$ cat src/sv/bct_pkg.sv
`timescale 1ns / 1ps
`default_nettype none

package bct_pkg;

    localparam int TIME_BITS_DEF = 32;
    localparam int DIV_W         = 24;
    localparam int CFG_ADDR_W    = 4;
    localparam int REG_IDX_W     = 2;

    localparam logic [REG_IDX_W-1:0] REG_HOME_OFFSET  = 2'd0;
    localparam logic [REG_IDX_W-1:0] REG_PHASE_LEAD   = 2'd1;
    localparam logic [REG_IDX_W-1:0] REG_COUNTS_REV   = 2'd2;
    localparam logic [REG_IDX_W-1:0] REG_FINE_SCALE   = 2'd3;

    localparam logic [2:0]  HOME_OFFSET_RST = 3'd0;
    localparam logic [2:0]  PHASE_LEAD_RST  = 3'd2;
    localparam logic [9:0]  COUNTS_REV_RST  = 10'd117;
    localparam logic [23:0] FINE_SCALE_RST  = 24'd2188032;

    localparam logic        FUNC_HALL      = 1'b0;
    localparam logic        FUNC_ENC       = 1'b1;
    localparam logic [2:0]  SECTOR_INVALID = 3'd7;
    localparam logic [2:0]  SECTOR_HOME    = 3'd0;
    localparam logic [5:0]  DRIVE_OFF      = 6'h00;
    localparam logic [15:0] POS_MAX        = 16'hFFFF;
    localparam logic [19:0] COARSE_MAX     = 20'd1000000;
    localparam logic [31:0] FINE_MAX       = 32'hFFFFFFFF;

    localparam logic [5:0] DRIVE_LUT [8] = '{6'h12, 6'h18, 6'h09, 6'h21,
                                             6'h24, 6'h06, 6'h00, 6'h00};
    localparam logic [2:0] SECTOR_LUT [8] = '{3'd7, 3'd5, 3'd3, 3'd4,
                                              3'd1, 3'd0, 3'd2, 3'd7};

    typedef struct packed {
        logic        func;
        logic [2:0]  hall_bits;
        logic        enc_a;
        logic        enc_b;
        logic [31:0] time_us;
    } cmd_t;

    typedef struct packed {
        logic [5:0]  drive_pattern;
        logic [2:0]  rotor_sector;
        logic [31:0] speed_fine_q8;
        logic [19:0] speed_coarse_hz;
        logic [15:0] rotor_position_counts;
        logic [31:0] distance_fine_counts;
        logic [31:0] distance_coarse_counts;
    } rsp_t;

    typedef struct packed {
        logic             start;
        logic [DIV_W-1:0] dividend;
    } div_req_t;

    typedef struct packed {
        logic busy;
        logic done;
    } div_stat_t;

    function automatic logic [2:0] drive_state(input logic [2:0] sector,
                                               input logic [2:0] home,
                                               input logic [2:0] lead);
        logic signed [5:0] s;
        logic [4:0]        t;
        s = $signed({3'b000, sector}) - $signed({3'b000, home})
            + $signed({{3{lead[2]}}, lead});
        t = 5'(s + 6'sd12);
        if (t >= 5'd18)
            t = t - 5'd18;
        else if (t >= 5'd12)
            t = t - 5'd12;
        else if (t >= 5'd6)
            t = t - 5'd6;
        return t[2:0];
    endfunction

endpackage

`default_nettype wire

$ cat src/sv/bct_div.sv
`timescale 1ns / 1ps
`default_nettype none

module bct_div #(
    parameter int TIME_BITS = bct_pkg::TIME_BITS_DEF
) (
    input  wire logic                       clk,
    input  wire logic                       rst_n,
    input  wire bct_pkg::div_req_t          req,
    input  wire logic [TIME_BITS-1:0]       divisor,
    output      bct_pkg::div_stat_t         stat,
    output      logic [bct_pkg::DIV_W-1:0]  quotient
);
    import bct_pkg::*;

    localparam int CNT_W = $clog2(DIV_W + 1);

    logic [CNT_W-1:0]     cnt_reg, cnt_next;
    logic                 busy_reg, busy_next;
    logic                 done_reg, done_next;
    logic [TIME_BITS-1:0] rem_reg, rem_next;
    logic [TIME_BITS-1:0] dsr_reg, dsr_next;
    logic [DIV_W-1:0]     quo_reg, quo_next;
    logic [TIME_BITS:0]   trial;
    logic [TIME_BITS:0]   diff;
    logic                 fits;

    assign trial = {rem_reg, quo_reg[DIV_W-1]};
    assign diff  = trial - {1'b0, dsr_reg};
    assign fits  = trial >= {1'b0, dsr_reg};

    always_comb
    begin
        cnt_next  = cnt_reg;
        busy_next = busy_reg;
        done_next = 1'b0;
        rem_next  = rem_reg;
        dsr_next  = dsr_reg;
        quo_next  = quo_reg;
        if (req.start)
        begin
            cnt_next  = CNT_W'(DIV_W);
            busy_next = 1'b1;
            rem_next  = '0;
            dsr_next  = divisor;
            quo_next  = req.dividend;
        end
        else if (busy_reg)
        begin
            rem_next = fits ? diff[TIME_BITS-1:0] : trial[TIME_BITS-1:0];
            quo_next = {quo_reg[DIV_W-2:0], fits};
            cnt_next = cnt_reg - CNT_W'(1);
            if (cnt_reg == CNT_W'(1))
            begin
                busy_next = 1'b0;
                done_next = 1'b1;
            end
        end
    end

    always_ff @(posedge clk or negedge rst_n)
    begin
        if (!rst_n)
        begin
            cnt_reg  <= '0;
            busy_reg <= 1'b0;
            done_reg <= 1'b0;
        end
        else
        begin
            cnt_reg  <= cnt_next;
            busy_reg <= busy_next;
            done_reg <= done_next;
        end
    end

    always_ff @(posedge clk)
    begin
        rem_reg <= rem_next;
        dsr_reg <= dsr_next;
        quo_reg <= quo_next;
    end

    assign stat.busy = busy_reg;
    assign stat.done = done_reg;
    assign quotient  = quo_reg;

endmodule

`default_nettype wire

$ cat src/sv/bldc_commutation_and_tracking.sv
// Six-step hall commutation with encoder distance and speed tracking.
// Requests arrive on cmd (cmd_valid / cmd_ready); each yields exactly one
// response on rsp (rsp_valid / rsp_ready) carrying the drive pattern, the
// decoded sector, both speeds, rotor position and both distances.
// Configuration goes through the APB-style port (home_offset at 0x0,
// phase_lead at 0x4, counts_per_rev at 0x8, fine_speed_scale at 0xC);
// write it only while the block is idle. pready is always high.
// A request that measures speed (hall sector zero or an encoder
// edge with both channels low and a nonzero interval) runs the shared
// restoring divider, one quotient bit per cycle for 24 bits, before it
// enters the done state; other requests go there directly from idle.
// There is a single divider; one request is in work at a time.
// cmd_ready is high whenever no request is in work, also while a response
// still waits in the output register. A stalled receiver holds rsp steady
// and, once a second response is ready, holds the block until rsp is taken.
// Reset clears all tracking state, loads the register defaults and drops
// rsp_valid; the block is ready in the first cycle after reset.
`timescale 1ns / 1ps
`default_nettype none

module bldc_commutation_and_tracking #(
    parameter int TIME_BITS = bct_pkg::TIME_BITS_DEF
) (
    input  wire logic                           clk,
    input  wire logic                           rst_n,
    input  wire logic                           psel,
    input  wire logic                           penable,
    input  wire logic                           pwrite,
    input  wire logic [bct_pkg::CFG_ADDR_W-1:0] paddr,
    input  wire logic [31:0]                    pwdata,
    output      logic [31:0]                    prdata,
    output      logic                           pready,
    input  wire logic                           cmd_valid,
    output      logic                           cmd_ready,
    input  wire bct_pkg::cmd_t                  cmd,
    output      logic                           rsp_valid,
    input  wire logic                           rsp_ready,
    output      bct_pkg::rsp_t                  rsp
);
    import bct_pkg::*;

    localparam int TW = (TIME_BITS < 32) ? TIME_BITS : 32;

    localparam logic [1:0] S_IDLE = 2'd0;
    localparam logic [1:0] S_DIV  = 2'd1;
    localparam logic [1:0] S_DONE = 2'd2;

    logic [2:0]  home_offset_reg;
    logic [2:0]  phase_lead_reg;
    logic [9:0]  counts_rev_reg;
    logic [23:0] fine_scale_reg;
    logic        cfg_wr;

    logic [1:0]           state_reg, state_next;
    logic [TIME_BITS-1:0] last_enc_reg, last_enc_next;
    logic [TIME_BITS-1:0] last_rev_reg, last_rev_next;
    logic [15:0]          position_reg, position_next;
    logic [31:0]          total_fine_reg, total_fine_next;
    logic [31:0]          total_coarse_reg, total_coarse_next;
    logic                 home_seen_reg, home_seen_next;
    logic [31:0]          speed_fine_reg, speed_fine_next;
    logic [19:0]          speed_coarse_reg, speed_coarse_next;
    logic [5:0]           drive_reg, drive_next;
    logic [2:0]           sector_reg, sector_next;
    logic                 sel_fine_reg, sel_fine_next;
    logic                 rsp_valid_reg, rsp_valid_next;
    rsp_t                 rsp_reg, rsp_next;

    logic [TIME_BITS-1:0] now;
    logic [TIME_BITS-1:0] dt;
    logic [2:0]           hall_sector;
    div_req_t             div_req;
    div_stat_t            div_stat;
    logic [DIV_W-1:0]     div_quo;

    assign cfg_wr = psel && penable && pwrite && pready;
    assign pready = 1'b1;

    always_ff @(posedge clk or negedge rst_n)
    begin
        if (!rst_n)
        begin
            home_offset_reg <= HOME_OFFSET_RST;
            phase_lead_reg  <= PHASE_LEAD_RST;
            counts_rev_reg  <= COUNTS_REV_RST;
            fine_scale_reg  <= FINE_SCALE_RST;
        end
        else if (cfg_wr)
        begin
            unique case (paddr[3:2])
                REG_HOME_OFFSET: home_offset_reg <= pwdata[2:0];
                REG_PHASE_LEAD:  phase_lead_reg  <= pwdata[2:0];
                REG_COUNTS_REV:  counts_rev_reg  <= pwdata[9:0];
                REG_FINE_SCALE:  fine_scale_reg  <= pwdata[23:0];
                default:         home_offset_reg <= home_offset_reg;
            endcase
        end
    end

    always_comb
    begin
        unique case (paddr[3:2])
            REG_HOME_OFFSET: prdata = {29'd0, home_offset_reg};
            REG_PHASE_LEAD:  prdata = {29'd0, phase_lead_reg};
            REG_COUNTS_REV:  prdata = {22'd0, counts_rev_reg};
            REG_FINE_SCALE:  prdata = {8'd0, fine_scale_reg};
            default:         prdata = '0;
        endcase
    end

    assign now         = TIME_BITS'(cmd.time_us[TW-1:0]);
    assign dt          = now - ((cmd.func == FUNC_ENC) ? last_enc_reg : last_rev_reg);
    assign hall_sector = SECTOR_LUT[cmd.hall_bits];
    assign cmd_ready   = (state_reg == S_IDLE);

    always_comb
    begin
        state_next        = state_reg;
        last_enc_next     = last_enc_reg;
        last_rev_next     = last_rev_reg;
        position_next     = position_reg;
        total_fine_next   = total_fine_reg;
        total_coarse_next = total_coarse_reg;
        home_seen_next    = home_seen_reg;
        speed_fine_next   = speed_fine_reg;
        speed_coarse_next = speed_coarse_reg;
        drive_next        = drive_reg;
        sector_next       = sector_reg;
        sel_fine_next     = sel_fine_reg;
        div_req.start     = 1'b0;
        div_req.dividend  = DIV_W'(COARSE_MAX);

        unique case (state_reg)
            S_IDLE:
            begin
                if (cmd_valid)
                begin
                    state_next  = S_DONE;
                    sector_next = SECTOR_INVALID;
                    if (cmd.func == FUNC_HALL)
                    begin
                        sector_next = hall_sector;
                        drive_next  = (hall_sector == SECTOR_INVALID) ? DRIVE_OFF :
                            DRIVE_LUT[drive_state(hall_sector, home_offset_reg,
                                                  phase_lead_reg)];
                        if (hall_sector == SECTOR_HOME)
                        begin
                            last_rev_next = now;
                            position_next = '0;
                            if (!home_seen_reg)
                            begin
                                total_coarse_next = total_coarse_reg + 32'(position_reg);
                                home_seen_next    = 1'b1;
                            end
                            else
                            begin
                                total_coarse_next = total_coarse_reg + 32'(counts_rev_reg);
                                total_fine_next   = total_coarse_next;
                            end
                            if (dt == '0)
                                speed_coarse_next = COARSE_MAX;
                            else
                            begin
                                div_req.start = 1'b1;
                                sel_fine_next = 1'b0;
                                state_next    = S_DIV;
                            end
                        end
                    end
                    else if (!cmd.enc_a && !cmd.enc_b)
                    begin
                        if (position_reg != POS_MAX)
                            position_next = position_reg + 16'd1;
                        total_fine_next = total_fine_reg + 32'd1;
                        last_enc_next   = now;
                        if (dt == '0)
                            speed_fine_next = FINE_MAX;
                        else
                        begin
                            div_req.start    = 1'b1;
                            div_req.dividend = fine_scale_reg;
                            sel_fine_next    = 1'b1;
                            state_next       = S_DIV;
                        end
                    end
                end
            end
            S_DIV:
            begin
                if (div_stat.done)
                begin
                    if (sel_fine_reg)
                        speed_fine_next = 32'(div_quo);
                    else
                        speed_coarse_next = div_quo[19:0];
                    state_next = S_DONE;
                end
            end
            S_DONE:
            begin
                if (!rsp_valid_reg || rsp_ready)
                    state_next = S_IDLE;
            end
            default:
            begin
                state_next = S_IDLE;
            end
        endcase
    end

    always_comb
    begin
        rsp_next       = rsp_reg;
        rsp_valid_next = rsp_valid_reg;
        priority if (state_reg == S_DONE && (!rsp_valid_reg || rsp_ready))
        begin
            rsp_valid_next                  = 1'b1;
            rsp_next.drive_pattern          = drive_reg;
            rsp_next.rotor_sector           = sector_reg;
            rsp_next.speed_fine_q8          = speed_fine_reg;
            rsp_next.speed_coarse_hz        = speed_coarse_reg;
            rsp_next.rotor_position_counts  = position_reg;
            rsp_next.distance_fine_counts   = total_fine_reg;
            rsp_next.distance_coarse_counts = total_coarse_reg;
        end
        else if (rsp_ready)
        begin
            rsp_valid_next = 1'b0;
        end
    end

    always_ff @(posedge clk or negedge rst_n)
    begin
        if (!rst_n)
        begin
            state_reg        <= S_IDLE;
            last_enc_reg     <= '0;
            last_rev_reg     <= '0;
            position_reg     <= '0;
            total_fine_reg   <= '0;
            total_coarse_reg <= '0;
            home_seen_reg    <= 1'b0;
            speed_fine_reg   <= '0;
            speed_coarse_reg <= '0;
            drive_reg        <= DRIVE_OFF;
            rsp_valid_reg    <= 1'b0;
        end
        else
        begin
            state_reg        <= state_next;
            last_enc_reg     <= last_enc_next;
            last_rev_reg     <= last_rev_next;
            position_reg     <= position_next;
            total_fine_reg   <= total_fine_next;
            total_coarse_reg <= total_coarse_next;
            home_seen_reg    <= home_seen_next;
            speed_fine_reg   <= speed_fine_next;
            speed_coarse_reg <= speed_coarse_next;
            drive_reg        <= drive_next;
            rsp_valid_reg    <= rsp_valid_next;
        end
    end

    always_ff @(posedge clk)
    begin
        sector_reg   <= sector_next;
        sel_fine_reg <= sel_fine_next;
        rsp_reg      <= rsp_next;
    end

    bct_div #(
        .TIME_BITS (TIME_BITS)
    ) u_div (
        .clk      (clk),
        .rst_n    (rst_n),
        .req      (div_req),
        .divisor  (dt),
        .stat     (div_stat),
        .quotient (div_quo)
    );

    assign rsp_valid = rsp_valid_reg;
    assign rsp       = rsp_reg;

    a_done_in_div: assert property (@(posedge clk) disable iff (!rst_n)
        div_stat.done |-> state_reg == S_DIV)
        else $error("divider finished outside the divide state");

    a_start_idle: assert property (@(posedge clk) disable iff (!rst_n)
        div_req.start |-> (state_reg == S_IDLE && !div_stat.busy))
        else $error("divider started while busy");

    a_accept_leaves_idle: assert property (@(posedge clk) disable iff (!rst_n)
        (cmd_valid && cmd_ready) |=> state_reg != S_IDLE)
        else $error("accepted request did not leave idle");

    a_rsp_from_done: assert property (@(posedge clk) disable iff (!rst_n)
        $rose(rsp_valid_reg) |-> $past(state_reg == S_DONE))
        else $error("response raised without a finished request");

    a_coarse_bound: assert property (@(posedge clk) disable iff (!rst_n)
        speed_coarse_reg <= COARSE_MAX)
        else $error("coarse speed above its ceiling");

endmodule

`default_nettype wire
$ cat config.mk
export PLATFORM = sky130hd
export DESIGN_NAME = bldc_commutation_and_tracking
export DESIGN_NICKNAME = d
export VERILOG_FILES = /design/src/sv/bct_pkg.sv /design/src/sv/bct_div.sv /design/src/sv/bldc_commutation_and_tracking.sv
export SDC_FILE = /design/constraint.sdc
export NUM_CORES = 1
export LEC_CHECK = 0
export BUFFER_PORTS_ARGS = -buffer_cell sky130_fd_sc_hd__buf_2
export CAP_MARGIN = 20
export CORE_UTILIZATION = 65
export DETAILED_ROUTE_END_ITERATION = 8
export PLACE_DENSITY = 0.87
export SLEW_MARGIN = 20
export SYNTH_ARGS = -nofsm -noshare
export SYNTH_HDL_FRONTEND = slang
export SYNTH_HIERARCHICAL = 1
export SYNTH_SLANG_ARGS = --single-unit
$ cat constraint.sdc
create_clock -name clk -period 24.6 [get_ports clk]
set_input_delay 4.92 -clock clk [delete_from_list [all_inputs] [get_ports clk]]
set_output_delay 4.92 -clock clk [all_outputs]
set_load 0.02 [all_outputs]
# Word-level counts from Yosys, hierarchy flattened
# Memories as Yosys holds them, arrays and structs flattened.
# Index checks and enable logic that the tools add are counted.
# word_totals
regBits	486
input_bits	81
out_inout_bits	176
latch_bits	0
mem_count	2
romBits	72
mem_bits_rw	0
# op_classes
n_mul	0
n_eq_ne	20
shifts	0
add_sub_neg	13
mux	70
n_bitwise	4
order_cmp	6
n_reduce_logical	31
div	0
# mem_list
memory	depth	width	rd	rd_ports_with_merged_regs	wr	line_no	rtl
(no name shown)	8	6	1	0	0	bldc_commutation_and_tracking.sv:144	DRIVE_LUT[drive_state(hall_sector, home_offset_reg,
(no name shown)	8	3	1	0	0	bldc_commutation_and_tracking.sv:113	assign hall_sector = SECTOR_LUT[cmd.hall_bits];
# ops
cell	n
32-bit 2-to-1 mux	13
32-bit one-hot mux with 4 select lines	1
20-bit 2-to-1 mux	6
25-bit 2-to-1 mux	4
24-bit 2-to-1 mux	3
16-bit 2-to-1 mux	4
32-bit one-hot mux with 2 select lines	1
32-bit subtractor	2
20-bit one-hot mux with 2 select lines	1
33-bit by 32-bit greater-or-equal comparator with 1-bit output	1
32-bit by 1-bit adder with 32-bit output, second input constant	1
32-bit by 10-bit adder with 32-bit output	1
32-bit by 16-bit adder with 32-bit output	1
32-bit zero test	1
3-bit 2-to-1 mux	8
6-bit 2-to-1 mux	3
16-bit by 1-bit adder with 16-bit output, second input constant	1
1-bit 2-to-1 mux	16
16-bit inequality test, second input constant	1
5-bit AND reduction	3
2-bit 2-to-1 mux	7
2-bit by 1-bit inequality test with 1-bit output, second input constant	7
7-bit AND reduction	2
5-bit 2-to-1 mux	2
other kinds (27)	54

# Logic depth before layout (Yosys ltp)
# depth
ltp_word	19
ltp_mapped	21

# Cells and area by module
# The synthesis kept the hierarchy.
# modules_own_cells
module	n_inst	seq_area_each_um2	cells_per_inst	area_each_um2
bldc_commutation_and_tracking	1	10139.7	1962	19914.1
bct_div	1	2497.4	559	5701.7

# Worst setup path before layout
# No wires, ideal clock.
# synth_timing
path_kind	input -> register
from	in rsp_ready
to	reg rsp_reg, in the netlist rsp[0] (enable)
path_stages	2
slack_ns	12.508
setup_ns	0.672
required_ns	23.928
arrival_time_ns	11.420
path_cell_list	inv_1 -> a21oi_1
# synth_between
elab_chain_len	2
# synth_lines
element	line_no	rtl
from (decl)	bldc_commutation_and_tracking.sv:37	input wire logic rsp_ready,
1-bit logical OR	bldc_commutation_and_tracking.sv:215	priority if (state_reg == S_DONE && (!rsp_valid_reg || rsp_ready))
1-bit logical AND	bldc_commutation_and_tracking.sv:215	
to (signal assigned)	bldc_commutation_and_tracking.sv:268	rsp_reg <= rsp_next;
to (decl)	bldc_commutation_and_tracking.sv:67	rsp_t rsp_reg, rsp_next;
# No other way between the ends.
# A chain may end at the register's enable or synchronous reset.

# Worst setup path in the final report
# layout_timing
from	in paddr[2] in the netlist's numbering
to	out prdata[0]
# layout_between
elab_chain_len	2
# layout_lines
element	line_no	rtl
from (decl)	bldc_commutation_and_tracking.sv:29	input wire logic [bct_pkg::CFG_ADDR_W-1:0] paddr,
2-bit == test, or another cell as far along	bldc_commutation_and_tracking.sv:102	unique case (paddr[3:2])
32-bit one-hot mux with 4 select lines *	bldc_commutation_and_tracking.sv:102	
to (decl)	bldc_commutation_and_tracking.sv:31	output logic [31:0] prdata,
# Every way passes the cells marked *; elsewhere a longest branch is shown, timed or not. The select of a mux whose other input is x is not followed.

==> results.sh <==
export IMPL_ant_nets=0
export IMPL_ctsHtreeMaxLevel=2
export IMPL_met2_usage=0.531
export IMPL_finalWorstSetupSlack_ns=13.49
export IMPL_synth_cells=2520
export IMPL_synthToLayoutAreaGrowth_pct=12.1
export IMPL_setup_viol_count_final=0
export IMPL_cts_buffer_depth=3
export IMPL_finalCritPeriodShare=0.452
export IMPL_ys_warn_count=6
export IMPL_tns_ns=0
export IMPL_cts_inserted_buffers=47
export IMPL_placedCellCount=3169
export IMPL_nets=2898
export IMPL_grt_use_met3=0.0601
export IMPL_hold_viol=0
export IMPL_gp_congestion=0.943
export IMPL_synth_area_sq_um=25600
export IMPL_leakage_nw=12.5
export IMPL_grt_setup_unrepaired="false"
export IMPL_io_buffers=237
export IMPL_wl_per_cell_microns=20.2
export IMPL_grt_overflow=0
export IMPL_grtUsageTotal=0.327
export IMPL_ir_worst_vdd_mv=0.0729
export IMPL_largest_reg_flops=134
export IMPL_vias_per_cell=6.31
export IMPL_grt_max_degree=175
export IMPL_grt_pass1_wl_microns=106000
export IMPL_fmax_mhz=90.0
export IMPL_drive_gt1_frac=0.171
export IMPL_postSynthAreaPerCell_sq_um=10.2
export IMPL_drt_pass1_iter_count=8
export IMPL_worst_pin_slew_ns=1.09
export IMPL_ios=257
export IMPL_die_h_microns=200
export IMPL_drv_cap=0
export IMPL_coreArea_sq_um=38700
export IMPL_clock_latency_ns=0.60
export IMPL_grt_antenna_before_repair=7
export IMPL_clk_pin_slew_ns=0.06
export IMPL_status="finished clean"
export IMPL_drc_errors=0
export IMPL_die_w_microns=200
export IMPL_grtUsageMet1=0.436
export IMPL_skew_ns=0.0321
export IMPL_start_util=0.661
export IMPL_post_layout_nonfiller_instances=3262
export IMPL_root_buffer="clkbuf_16"
export IMPL_cts_resized_gates=0
export IMPL_period_minus_slack_ns=11.11
export IMPL_drtIter0Drc=1916
export IMPL_busiest_layer="met2"
export IMPL_startpoint_type="input pin"
export IMPL_critPathKind="input pin to output port"
export IMPL_end_kind="output port"
export IMPL_place_ws_ns=13.34
export IMPL_dieArea_sq_um=40200
export IMPL_clock_sinks=472
export IMPL_hold_class="flip-flop to flip-flop"
export IMPL_slew_headroom=0.273
export IMPL_p_per_area_nw_per_um2=122
export IMPL_slew_viol_final=0
export IMPL_vias=20600
export IMPL_wl_microns=66000
export IMPL_cp_required_ns=19.68
export IMPL_cts_setup_buffers=0
export IMPL_first_global_vias=20000
export IMPL_critPathMaxFanout=28
export IMPL_cts_tree="built"
export IMPL_dpl_hpwl_microns=45300
export IMPL_finalPower_mw=3.50
export IMPL_rows=72
export IMPL_crit_arrival_ns=6.19
export IMPL_holdBufCountCts=0
[final cells by class]
class / count / area, sq um
multi-input combinational: 1821 / 12000
fill: 2629 / 10000
clock inverter: 34 / 433
antenna: 5 / 12.5
timing repair buffer: 260 / 1380
clock buffer: 54 / 1240
inverter: 98 / 368
tap: 518 / 648
sequential: 472 / 12600
[routing by layer]
| metal | vias up | wire length (microns) |
|---|---|---|
| li1 | 9428 | - |
| met4 | 8 | 2610 |
| met3 | 202 | 5310 |
| met1 | 9967 | 27200 |
| met5 | - | 45 |
| met2 | 968 | 30900 |
[through the flow]
stage | area (sq um) | hold WS [ns] | util
2_1_floorplan | 25600 | 0.400 | -
3_3_place_gp | 27000 | 0.410 | 0.697
3_5_place_dp | 27000 | 0.405 | 0.697
4_1_cts | 28700 | 0.420 | 0.741
5_1_grt | 28700 | 0.444 | 0.741
6_report | 28700 | 0.420 | 0.741
[final timing paths]
| kind | start | end | slack, ns | cells past startpoint |
|---|---|---|---|---|
| setup / recovery | paddr[2] | prdata[0] | 13.49 | 3 |
| hold / removal | sector_reg[1] | rsp[133] | 0.42 | 0 |
| setup reg to reg | last_enc_reg[0] | u_div/rem_reg[19] | 18.42 | 17 |
| hold reg to reg | sector_reg[1] | rsp[133] | 0.42 | 0 |
| max in group asynchronous | rst_n | drive_reg[1] | 18.80 | 2 |
| min in group asynchronous | rst_n | last_enc_reg[0] | 4.30 | 1 |
[worst max-delay path: stages]
cell    delay [ns]
buf_2         0.49
mux4_2        0.59
buf_2         0.18
[layout by cell type (no fill, tap or decap), drive strengths merged, types with 10 or more instances in the layout]
cell type	n
nand3b	12
or3	13
nand2b	17
nor4	16
dfxtp	32
nor2b	28
xnor2	74
a211oi	27
ha	111
buf	260
a21oi	133
edfxtp	194
and2	13
a22o	15
o21a	20
a21o	31
o21ai	166
clkinv	16
clkbuf	54
and3	60
nor3	36
o211ai	10
dfstp	12
nor2	160
a31oi	13
inv	100
nand2	371
xor2	51
nand4	27
dfrtp	234
or2	11
nand3	76
mux2	65
mux2i	83
a31o	16
[report_power, final]
| group | switching (mW) | internal [mW] | total, mW |
|---|---|---|---|
| Sequential | 0.154 | 1.10 | 1.26 |
| Combinational | 0.910 | 0.562 | 1.47 |
| Clock | 0.314 | 0.460 | 0.774 |
No activity file was read; power rests on OpenSTA's default activity.
